===== src/rtl/fqmd_pkg.sv =====
package fqmd_pkg;

    // Operand / fraction geometry
    localparam int FRAC_BITS = 16;
    localparam int DW        = 64;
    localparam int HW        = DW / 2;
    localparam int PW        = 2 * DW;
    // Quotient width of |a| * 2^(FRAC_BITS+1) / |b|
    localparam int QW        = DW + FRAC_BITS + 1;
    localparam int CNT_W     = $clog2(QW);

    localparam logic [DW-1:0]    SMAX     = {1'b0, {(DW-1){1'b1}}};
    localparam logic [DW-1:0]    SMIN     = {1'b1, {(DW-1){1'b0}}};
    localparam logic [CNT_W-1:0] MUL_LAST = CNT_W'(4);
    localparam logic [CNT_W-1:0] DIV_LAST = CNT_W'(QW - 1);

    // Operation codes
    localparam logic MODE_MUL = 1'b0;
    localparam logic MODE_DIV = 1'b1;

    typedef enum logic [2:0] {
        ST_IDLE,
        ST_MUL,
        ST_MNEG,
        ST_MRND,
        ST_DIV,
        ST_DRND,
        ST_DONE
    } t_state;

    // Controller to datapath
    typedef struct packed {
        logic       load;
        logic       mul_pp;
        logic       mul_acc;
        logic [1:0] pp_idx;
        logic       mul_neg;
        logic       mul_rnd;
        logic       div_step;
        logic       div_rnd;
        logic       out_load;
    } t_cmd;

    // Datapath to controller
    typedef struct packed {
        logic in_div;
        logic in_bzero;
        logic out_free;
    } t_sts;

endpackage


===== src/rtl/fqmd_in_if.sv =====
interface fqmd_in_if;
    logic                             valid;
    logic                             ready;
    logic                             mode;
    logic signed [fqmd_pkg::DW-1:0]   operand_a;
    logic signed [fqmd_pkg::DW-1:0]   operand_b;

    modport source (output valid, output mode, output operand_a, output operand_b,
                    input ready);
    modport sink   (input valid, input mode, input operand_a, input operand_b,
                    output ready);
endinterface


===== src/rtl/fqmd_out_if.sv =====
interface fqmd_out_if;
    logic                             valid;
    logic                             ready;
    logic signed [fqmd_pkg::DW-1:0]   result;
    logic                             overflow;
    logic                             divide_by_zero;

    modport source (output valid, output result, output overflow, output divide_by_zero,
                    input ready);
    modport sink   (input valid, input result, input overflow, input divide_by_zero,
                    output ready);
endinterface


===== src/rtl/fixed_q48_16_mul_div_unit.sv =====
// Signed 48.16 multiply / divide with saturation; multiply rounds half up, divide rounds the magnitude half up.
// Multiply: 4 32x32 partial products, then a sign step and a rounding step.
// Divide: radix-2 restoring divider, one quotient bit of 81 per cycle.
// Zero divisor: no divide iterations. One operation at a time; a new beat is taken while a result waits.
// Reset (synchronous, active low) returns the sequencer to idle and empties the output.
module fixed_q48_16_mul_div_unit (
    input  logic        i_clk,
    input  logic        i_rst_n,
    fqmd_in_if.sink     i_in,
    fqmd_out_if.source  o_out
);

    fqmd_pkg::t_cmd   cmd;
    fqmd_pkg::t_sts   sts;
    logic             in_ready;
    logic             out_valid;
    logic [fqmd_pkg::DW-1:0] out_result;
    logic             out_ovf;
    logic             out_dz;

    fqmd_ctrl u_ctrl (
        .i_clk      (i_clk),
        .i_rst_n    (i_rst_n),
        .i_in_valid (i_in.valid),
        .o_in_ready (in_ready),
        .i_sts      (sts),
        .o_cmd      (cmd)
    );

    fqmd_dp u_dp (
        .i_clk            (i_clk),
        .i_rst_n          (i_rst_n),
        .i_cmd            (cmd),
        .o_sts            (sts),
        .i_mode           (i_in.mode),
        .i_operand_a      (i_in.operand_a),
        .i_operand_b      (i_in.operand_b),
        .i_out_ready      (o_out.ready),
        .o_out_valid      (out_valid),
        .o_result         (out_result),
        .o_overflow       (out_ovf),
        .o_divide_by_zero (out_dz)
    );

    assign i_in.ready           = in_ready;
    assign o_out.valid          = out_valid;
    assign o_out.result         = out_result;
    assign o_out.overflow       = out_ovf;
    assign o_out.divide_by_zero = out_dz;

endmodule


===== src/rtl/fqmd_ctrl.sv =====
module fqmd_ctrl (
    input  logic             i_clk,
    input  logic             i_rst_n,
    input  logic             i_in_valid,
    output logic             o_in_ready,
    input  fqmd_pkg::t_sts   i_sts,
    output fqmd_pkg::t_cmd   o_cmd
);

    fqmd_pkg::t_state             r_state, n_state;
    logic [fqmd_pkg::CNT_W-1:0]   r_cnt, n_cnt;

    // State and step counter
    always_ff @(posedge i_clk) begin
        if (!i_rst_n) begin
            r_state <= fqmd_pkg::ST_IDLE;
            r_cnt   <= '0;
        end else begin
            r_state <= n_state;
            r_cnt   <= n_cnt;
        end
    end

    // Sequencing
    always_comb begin
        n_state    = r_state;
        n_cnt      = r_cnt;
        o_cmd      = '0;
        o_in_ready = 1'b0;
        case (r_state)
            fqmd_pkg::ST_IDLE: begin
                o_in_ready = 1'b1;
                if (i_in_valid) begin
                    o_cmd.load = 1'b1;
                    n_cnt      = '0;
                    if (i_sts.in_div) begin
                        // zero divisor needs no iterations
                        n_state = i_sts.in_bzero ? fqmd_pkg::ST_DONE : fqmd_pkg::ST_DIV;
                    end else begin
                        n_state = fqmd_pkg::ST_MUL;
                    end
                end
            end
            fqmd_pkg::ST_MUL: begin
                // partial product k is formed while product k-1 is accumulated
                o_cmd.mul_pp  = (r_cnt != fqmd_pkg::MUL_LAST);
                o_cmd.mul_acc = (r_cnt != '0);
                o_cmd.pp_idx  = r_cnt[1:0];
                if (r_cnt == fqmd_pkg::MUL_LAST) begin
                    n_state = fqmd_pkg::ST_MNEG;
                end else begin
                    n_cnt = r_cnt + 1'b1;
                end
            end
            fqmd_pkg::ST_MNEG: begin
                o_cmd.mul_neg = 1'b1;
                n_state       = fqmd_pkg::ST_MRND;
            end
            fqmd_pkg::ST_MRND: begin
                o_cmd.mul_rnd = 1'b1;
                n_state       = fqmd_pkg::ST_DONE;
            end
            fqmd_pkg::ST_DIV: begin
                o_cmd.div_step = 1'b1;
                if (r_cnt == fqmd_pkg::DIV_LAST) begin
                    n_state = fqmd_pkg::ST_DRND;
                end else begin
                    n_cnt = r_cnt + 1'b1;
                end
            end
            fqmd_pkg::ST_DRND: begin
                o_cmd.div_rnd = 1'b1;
                n_state       = fqmd_pkg::ST_DONE;
            end
            fqmd_pkg::ST_DONE: begin
                // wait for the output register to free up
                if (i_sts.out_free) begin
                    o_cmd.out_load = 1'b1;
                    n_state        = fqmd_pkg::ST_IDLE;
                end
            end
            default: begin
                n_state = fqmd_pkg::ST_IDLE;
            end
        endcase
    end

    // An accepted beat always starts work
    a_accept_leaves_idle: assert property (@(posedge i_clk) disable iff (!i_rst_n)
        (i_in_valid && o_in_ready) |=> (r_state != fqmd_pkg::ST_IDLE))
        else $error("accepted beat did not start an operation");

    // Divider iteration count stays within the quotient width
    a_div_cnt_range: assert property (@(posedge i_clk) disable iff (!i_rst_n)
        (r_state == fqmd_pkg::ST_DIV) |-> (r_cnt <= fqmd_pkg::DIV_LAST))
        else $error("divider step counter out of range");

    // Multiply sequence always reaches negate step after the last partial product
    a_mul_to_neg: assert property (@(posedge i_clk) disable iff (!i_rst_n)
        (r_state == fqmd_pkg::ST_MUL && r_cnt == fqmd_pkg::MUL_LAST)
        |=> (r_state == fqmd_pkg::ST_MNEG))
        else $error("multiply sequence skipped sign step");

endmodule


===== src/rtl/fqmd_dp.sv =====
module fqmd_dp (
    input  logic                             i_clk,
    input  logic                             i_rst_n,
    input  fqmd_pkg::t_cmd                   i_cmd,
    output fqmd_pkg::t_sts                   o_sts,
    input  logic                             i_mode,
    input  logic signed [fqmd_pkg::DW-1:0]   i_operand_a,
    input  logic signed [fqmd_pkg::DW-1:0]   i_operand_b,
    input  logic                             i_out_ready,
    output logic                             o_out_valid,
    output logic signed [fqmd_pkg::DW-1:0]   o_result,
    output logic                             o_overflow,
    output logic                             o_divide_by_zero
);

    localparam int DW = fqmd_pkg::DW;
    localparam int HW = fqmd_pkg::HW;
    localparam int PW = fqmd_pkg::PW;
    localparam int QW = fqmd_pkg::QW;

    logic            r_mode, r_dz, r_neg;
    logic [DW-1:0]   r_ma, r_mb;
    logic [DW-1:0]   r_pp;
    logic [1:0]      r_pp_idx;
    logic [PW-1:0]   r_acc;
    logic [DW-1:0]   r_rem;
    logic [QW-1:0]   r_nq;
    logic            r_out_vld, r_ovf, r_dzo;
    logic [DW-1:0]   r_result;

    logic [DW-1:0]   mag_a, mag_b;
    logic [HW-1:0]   x_h, y_h;
    logic [DW-1:0]   pp_next;
    logic [PW-1:0]   pp_wide;
    logic [DW:0]     div_shl, div_trial;
    logic            q_bit;
    logic [QW:0]     q_inc;
    logic [PW-1:0]   mul_sh;
    logic            mul_ovf;
    logic [QW-1:0]   div_m;
    logic            div_ovf;
    logic [DW-1:0]   fin_result;
    logic            fin_ovf;
    logic            out_free;

    function automatic logic pp_half_sel(input logic [1:0] idx, input logic hi);
        pp_half_sel = hi ? idx[1] : idx[0];
    endfunction

    // Operand magnitudes (most negative value maps to 2^63)
    assign mag_a = i_operand_a[DW-1] ? (~i_operand_a + 1'b1) : i_operand_a;
    assign mag_b = i_operand_b[DW-1] ? (~i_operand_b + 1'b1) : i_operand_b;

    // 32x32 partial product select from the operand halves
    assign x_h     = pp_half_sel(i_cmd.pp_idx, 1'b0) ? r_ma[DW-1:HW] : r_ma[HW-1:0];
    assign y_h     = pp_half_sel(i_cmd.pp_idx, 1'b1) ? r_mb[DW-1:HW] : r_mb[HW-1:0];
    assign pp_next = DW'(x_h) * DW'(y_h);

    // Place registered partial product by its half-word weights
    always_comb begin
        case (r_pp_idx)
            2'd0:    pp_wide = PW'(r_pp);
            2'd1:    pp_wide = PW'(r_pp) << HW;
            2'd2:    pp_wide = PW'(r_pp) << HW;
            2'd3:    pp_wide = PW'(r_pp) << DW;
            default: pp_wide = PW'(r_pp);
        endcase
    end

    // Restoring divide step
    assign div_shl   = {r_rem, r_nq[QW-1]};
    assign div_trial = div_shl - {1'b0, r_mb};
    assign q_bit     = ~div_trial[DW];

    // Quotient plus one, halved later for round half up
    assign q_inc = {1'b0, r_nq} + (QW+1)'(1);

    // Multiply: arithmetic shift and range check on upper bits
    assign mul_sh  = PW'($signed(r_acc) >>> fqmd_pkg::FRAC_BITS);
    assign mul_ovf = !((&mul_sh[PW-1:DW-1]) || !(|mul_sh[PW-1:DW-1]));

    // Divide: range check on magnitude
    assign div_m   = r_acc[QW-1:0];
    assign div_ovf = r_neg ? ((|div_m[QW-1:DW]) || (div_m[DW-1] && (|div_m[DW-2:0])))
                           : (|div_m[QW-1:DW-1]);

    // Final result selection
    always_comb begin
        fin_result = '0;
        fin_ovf    = 1'b0;
        if (r_dz) begin
            fin_result = '0;
            fin_ovf    = 1'b0;
        end else if (r_mode == fqmd_pkg::MODE_MUL) begin
            fin_ovf    = mul_ovf;
            fin_result = mul_ovf ? (r_acc[PW-1] ? fqmd_pkg::SMIN : fqmd_pkg::SMAX)
                                 : mul_sh[DW-1:0];
        end else begin
            fin_ovf = div_ovf;
            if (div_ovf) begin
                fin_result = r_neg ? fqmd_pkg::SMIN : fqmd_pkg::SMAX;
            end else begin
                fin_result = r_neg ? (~div_m[DW-1:0] + 1'b1) : div_m[DW-1:0];
            end
        end
    end

    // Operand capture and arithmetic registers
    always_ff @(posedge i_clk) begin
        if (i_cmd.load) begin
            r_mode   <= i_mode;
            r_dz     <= (i_mode == fqmd_pkg::MODE_DIV) && (i_operand_b == '0);
            r_neg    <= i_operand_a[DW-1] ^ i_operand_b[DW-1];
            r_ma     <= mag_a;
            r_mb     <= mag_b;
            r_acc    <= '0;
            r_rem    <= '0;
            r_nq     <= QW'(mag_a) << (fqmd_pkg::FRAC_BITS + 1);
        end else begin
            if (i_cmd.mul_acc) begin
                r_acc <= r_acc + pp_wide;
            end else if (i_cmd.mul_neg) begin
                if (r_neg) begin
                    r_acc <= ~r_acc + 1'b1;
                end
            end else if (i_cmd.mul_rnd) begin
                r_acc <= r_acc + (PW'(1) << (fqmd_pkg::FRAC_BITS - 1));
            end else if (i_cmd.div_rnd) begin
                r_acc <= PW'(q_inc[QW:1]);
            end
            if (i_cmd.div_step) begin
                r_rem <= q_bit ? div_trial[DW-1:0] : div_shl[DW-1:0];
                r_nq  <= {r_nq[QW-2:0], q_bit};
            end
        end
        if (i_cmd.mul_pp) begin
            r_pp     <= pp_next;
            r_pp_idx <= i_cmd.pp_idx;
        end
    end

    // Output register
    always_ff @(posedge i_clk) begin
        if (!i_rst_n) begin
            r_out_vld <= 1'b0;
        end else if (i_cmd.out_load) begin
            r_out_vld <= 1'b1;
        end else if (i_out_ready) begin
            r_out_vld <= 1'b0;
        end
    end

    always_ff @(posedge i_clk) begin
        if (i_cmd.out_load) begin
            r_result <= fin_result;
            r_ovf    <= fin_ovf;
            r_dzo    <= r_dz;
        end
    end

    assign out_free         = !r_out_vld || i_out_ready;
    assign o_sts.in_div     = (i_mode == fqmd_pkg::MODE_DIV);
    assign o_sts.in_bzero   = (i_operand_b == '0);
    assign o_sts.out_free   = out_free;
    assign o_out_valid      = r_out_vld;
    assign o_result         = r_result;
    assign o_overflow       = r_ovf;
    assign o_divide_by_zero = r_dzo;

    // Zero divisor beat carries a clean zero result
    a_dz_zero: assert property (@(posedge i_clk) disable iff (!i_rst_n)
        (r_out_vld && r_dzo) |-> (r_result == '0 && !r_ovf))
        else $error("divide by zero beat with nonzero result");

    // Overflow beat is saturated
    a_ovf_sat: assert property (@(posedge i_clk) disable iff (!i_rst_n)
        (r_out_vld && r_ovf) |-> (r_result == fqmd_pkg::SMIN || r_result == fqmd_pkg::SMAX))
        else $error("overflow beat not saturated");

    // Output register is only loaded when free
    a_no_overwrite: assert property (@(posedge i_clk) disable iff (!i_rst_n)
        (r_out_vld && !i_out_ready) |-> !i_cmd.out_load)
        else $error("pending result overwritten");

endmodule

===== src/flat_wrapper.sv =====
// flat-port wrapper written by rule: the top's interface ports become plain ports
module fixed_q48_16_mul_div_unit_flat 
  (i_clk, i_rst_n, i_in_valid, i_in_mode, i_in_operand_a, i_in_operand_b, i_in_ready, o_out_valid, o_out_result, o_out_overflow, o_out_divide_by_zero, o_out_ready);
  fqmd_in_if i_in_i ();
  fqmd_out_if o_out_i ();
  input  logic i_clk;
  input  logic i_rst_n;
  input wire logic [$bits(i_in_i.valid)-1:0] i_in_valid;
  input wire logic [$bits(i_in_i.mode)-1:0] i_in_mode;
  input wire logic [$bits(i_in_i.operand_a)-1:0] i_in_operand_a;
  input wire logic [$bits(i_in_i.operand_b)-1:0] i_in_operand_b;
  output wire logic [$bits(i_in_i.ready)-1:0] i_in_ready;
  output wire logic [$bits(o_out_i.valid)-1:0] o_out_valid;
  output wire logic [$bits(o_out_i.result)-1:0] o_out_result;
  output wire logic [$bits(o_out_i.overflow)-1:0] o_out_overflow;
  output wire logic [$bits(o_out_i.divide_by_zero)-1:0] o_out_divide_by_zero;
  input wire logic [$bits(o_out_i.ready)-1:0] o_out_ready;
  assign i_in_i.valid = i_in_valid;
  assign i_in_i.mode = i_in_mode;
  assign i_in_i.operand_a = i_in_operand_a;
  assign i_in_i.operand_b = i_in_operand_b;
  assign i_in_ready = i_in_i.ready;
  assign o_out_valid = o_out_i.valid;
  assign o_out_result = o_out_i.result;
  assign o_out_overflow = o_out_i.overflow;
  assign o_out_divide_by_zero = o_out_i.divide_by_zero;
  assign o_out_i.ready = o_out_ready;
  fixed_q48_16_mul_div_unit u_core (.i_clk(i_clk), .i_rst_n(i_rst_n), .i_in(i_in_i), .o_out(o_out_i));
endmodule

===== config.mk =====
export PLATFORM = sky130hd
export DESIGN_NAME = fixed_q48_16_mul_div_unit_flat
export DESIGN_NICKNAME = d
export VERILOG_FILES = /design/src/rtl/fqmd_pkg.sv /design/src/rtl/fqmd_in_if.sv /design/src/rtl/fqmd_out_if.sv /design/src/rtl/fixed_q48_16_mul_div_unit.sv /design/src/rtl/fqmd_ctrl.sv /design/src/rtl/fqmd_dp.sv /design/src/flat_wrapper.sv
export SDC_FILE = /design/constraint.sdc
export NUM_CORES = 2
export LEC_CHECK = 0
export BUFFER_PORTS_ARGS = -buffer_cell sky130_fd_sc_hd__buf_2
export CAP_MARGIN = 20
export CORE_MARGIN = 3
export CORE_UTILIZATION = 55
export DETAILED_ROUTE_END_ITERATION = 16
export HOLD_SLACK_MARGIN = 0.02
export PLACE_DENSITY = 0.74
export SYNTH_ARGS = -nofsm -noshare
export SYNTH_HDL_FRONTEND = slang
export SYNTH_SLANG_ARGS = --single-unit
export TNS_END_PERCENT = 1

===== constraint.sdc =====
create_clock -name i_clk -period 9.15 [get_ports i_clk]
set_clock_uncertainty 0.15 [all_clocks]
set_input_delay 0.4575 -clock i_clk [delete_from_list [all_inputs] [get_ports i_clk]]
set_output_delay 0.4575 -clock i_clk [all_outputs]
set_load 0.05 [all_outputs]

==> results.py <==
metrics = {
    "synthesis": {
        "synth_seq_cells": 547,
        "synth_edf_count": 327,
        "ys_dominant_reg_cell": "sky130_fd_sc_hd__edfxtp_1",
        "syn_area_per_cell_um2": 8.19,
        "synth_largest_area_cell": "sky130_fd_sc_hd__fa_1",
        "netlist_instances": 9619,
        "synthArstFlopShare_pct": 0,
        "mappedNetlistNets": 11100,
        "synth_area_leaders": "sky130_fd_sc_hd__fa_1 (23%), sky130_fd_sc_hd__edfxtp_1 (12%), sky130_fd_sc_hd__ha_1 (7.4%)",
        "yosysTopAreaCellShare_pct": 22.8,
        "yosysSeqAreaShare_pct": 18.1,
        "syn-cell-area_um2": 78700,
        "synth_cell_types": 93,
        "synth-warning-count": 0,
    },
    "cells_and_area": {
        "post-route-util_pct": 62.0,
        "multi_input_area_um2": 58800,
        "final_cell_area_um2": 88100,
        "drive_above_1_share_pct": 11.1,
        "num-nets-final": 11400,
        "layout_common_cells": "sky130_fd_sc_hd__inv_1 (1087), sky130_fd_sc_hd__nand2_1 (1080), sky130_fd_sc_hd__nor2_1 (1027), sky130_fd_sc_hd__fa_1 (883), sky130_fd_sc_hd__a21oi_1 (580)",
        "seqCellArea_um2": 14200,
        "fillCellCount": 12500,
        "layout.cells.most_common": "sky130_fd_sc_hd__inv_1",
        "syn_to_final_growth_pct": 11.8,
    },
    "placement": {
        "finalWeightedCongestion": 1.11,
        "post-dp-hpwl_mm": 282,
        "detailed_place.area_um2": 84700,
        "io_buffers": 200,
    },
    "setup_path": {
        "worstPathRequired_ns": 9.45,
        "cp_common_cell": "sky130_fd_sc_hd__fa_1",
        "path_delay_family": "adder cells",
        "critical_path.startpoint_type": "register",
        "crit_arrival_ns": 9.50,
        "ff_to_ff_path_depth": 35,
        "path_depth": 35,
        "timing.setup.critical_path_class": "reg2reg",
        "cp_slowest_stage_delay_ns": 0.59,
        "crit_path_slowest_cell": "sky130_fd_sc_hd__fa_1",
        "worst_setup_path_end_kind": "register",
        "worst-path-buf-inv": 10,
        "worst-path-max-fanout": 9,
    },
    "detailed_routing": {
        "dr_total_vias": 77600,
        "via_per_inst": 6.55,
        "drc": 0,
        "drt_pre_antenna_iters": 8,
        "iteration_0_drc_markers": 10800,
        "avgRoutedWirePerCell_um": 29.2,
        "drt_wl_total_mm": 346,
        "ant_nets": 0,
    },
    "clock_tree": {
        "clockBufferDepth": 3,
        "ctsHtreeMaxLevel": 2,
        "clock_latency_ns": 0.73,
        "clkSinkCount": 547,
        "cts_tree": "built",
        "clock_tree.root_cell": "sky130_fd_sc_hd__clkbuf_16",
        "cts_buffers": 61,
        "clk_pin_slew_worst_paths_ns": 0.06,
    },
    "floorplan": {
        "core_area_um2": 142000,
        "placement_rows": 138,
        "die-width_um": 384,
        "initial_utilization_pct": 55.5,
        "chipHeight_um": 384,
        "die_area_um2": 148000,
        "ioPinCount": 201,
    },
    "sta": {
        "layout_setup_ws_ns": -0.0467,
        "slew_viol_final": 0,
        "min_period_over_period_pct": 101,
        "timing.final.crit_period_ns": 9.20,
        "worst-slew-pin-transition_ns": 1.17,
        "report.final.hold_viol_count": 0,
        "finalSetupViolations": 2,
        "maximum_achievable_frequency_mhz": 109,
        "setup_repair_after_global_routing_missed_its_margin": "yes",
        "timing.max_slew.rel_slack_pct": 21.6,
    },
    "global_routing": {
        "grt_start_max_net_pins": 194,
        "initial_antenna_violation_count": 7,
        "grtUsageTotal_pct": 45.8,
        "grt_pass1_vias": 74600,
        "grt_overflow": 0,
        "first_pass_grt_wire_length_mm": 499,
    },
    "outcome": {
        "violations": "negative setup slack",
        "status": "finished with violations",
    },
    "min_path": {
        "hold-path-cell-count": 2,
        "min_path_type": "in2reg",
    },
    "flow_run": {
        "drv.max_cap_violation_count": 0,
    },
}
[state kept, by name, summed over array words and instances, names as in the netlist, 3 cells and up]
register               count
u_core.u_ctrl.r_state      3
u_core.u_dp.r_pp          64
u_core.u_dp.o_result      64
u_core.u_dp.r_nq          81
u_core.u_dp.r_acc        128
u_core.u_dp.r_mb          64
u_core.u_dp.r_ma          64
u_core.u_ctrl.r_cnt        7
u_core.u_dp.r_rem         64
[cell type report]
| type | count | area share [%] |
|---|---|---|
| clock inverter | 43 | 0.531 |
| sequential | 547 | 16.2 |
| antenna | 6 | 0.0171 |
| timing repair buffer | 823 | 7.33 |
| tap | 1890 | 2.69 |
| inverter | 1091 | 4.66 |
| multi-input combinational | 7381 | 66.8 |
| clock buffer | 72 | 1.86 |
[Yosys cell counts (all sizes together) (28+ instances only)]
library cell  number
nand2b            40
nor2b             34
or3               77
o21ai            543
and2              99
nor3             198
a221oi            44
clkbuf           540
a31oi             81
and4              38
o21bai            67
nor4              57
inv             1091
mux2              35
o211ai            38
nor2            1037
xor2             170
or4               35
nand3            193
nand2           1083
o31ai            105
a22o             127
fa               898
o22ai             44
ha               464
a211oi            66
o21a              39
a21o             136
a21oi            590
mux2i            129
or2               28
a22oi             36
dfxtp            220
nand4            166
xnor2            359
edfxtp           327
buf               60
and3              66
[final timing paths]
path	slack, ns	from	endpoint
setup / recovery	-0.05	u_core.u_ctrl.r_state[1]$_SDFFE_PN0P_	u_core.u_dp.r_pp[60]$_DFFE_PP_
hold / removal	0.04	i_in_operand_b[47]	u_core.u_dp.r_mb[47]$_DFFE_PP_
setup reg to reg	-0.05	u_core.u_ctrl.r_state[1]$_SDFFE_PN0P_	u_core.u_dp.r_pp[60]$_DFFE_PP_
hold reg to reg	0.32	u_core.u_dp.r_rem[21]$_SDFFE_PP0P_	u_core.u_dp.r_rem[21]$_SDFFE_PP0P_
[layer usage]
layer | wire [µm] | GRT usage (%) | vias up
met3 | 45100 | 13.3 | 1167
li1 | - | - | 33300
met5 | 31 | 0 | -
met4 | 29900 | 30.9 | 4
met1 | 128000 | 59.2 | 37700
met2 | 143000 | 66.5 | 5519
[what timing repair did]
action,CTS,global route
gates cloned,2,2
resized for setup,48,64
endpoints found under the setup margin,11,23
endpoints found under the hold margin,50,0
hold buffers,47,0
setup buffers,13,8
pin swaps,21,44
[kinds of logic (layout without fill, tap and decap cells)]
logic type | after synthesis | after routing | synth area share, %
other cells | 0 | 6 | 0
xor+xnor | 529 | 529 | 5.88
simple gates | 3204 | 3204 | 18.5
mux | 164 | 164 | 2.14
compound gates | 2122 | 2122 | 17.1
buf+inv | 1691 | 2029 | 8.11
flops | 547 | 547 | 18.1
fa+ha+maj | 1362 | 1362 | 30.2
[per-stage QoR]
stage / hold WS, ns / std cells / TNS [ns] / setup WS [ns]
3_5_place_dp: 0.309 / 11700 / -2.35 / -0.353
4_1_cts: 0.0213 / 11800 / -0.00123 / -0.00123
6_report: 0.0376 / 11900 / -0.0845 / -0.0467
2_1_floorplan: 0.295 / 9619 / 0 / 0.0209
3_3_place_gp: 0.305 / 11700 / -1.98 / -0.310
5_1_grt: 0.0352 / 11800 / -3.19 / -0.332
Power is not shown: default switching activity piles up to over one toggle a cycle in this logic, so the estimate is an artifact.
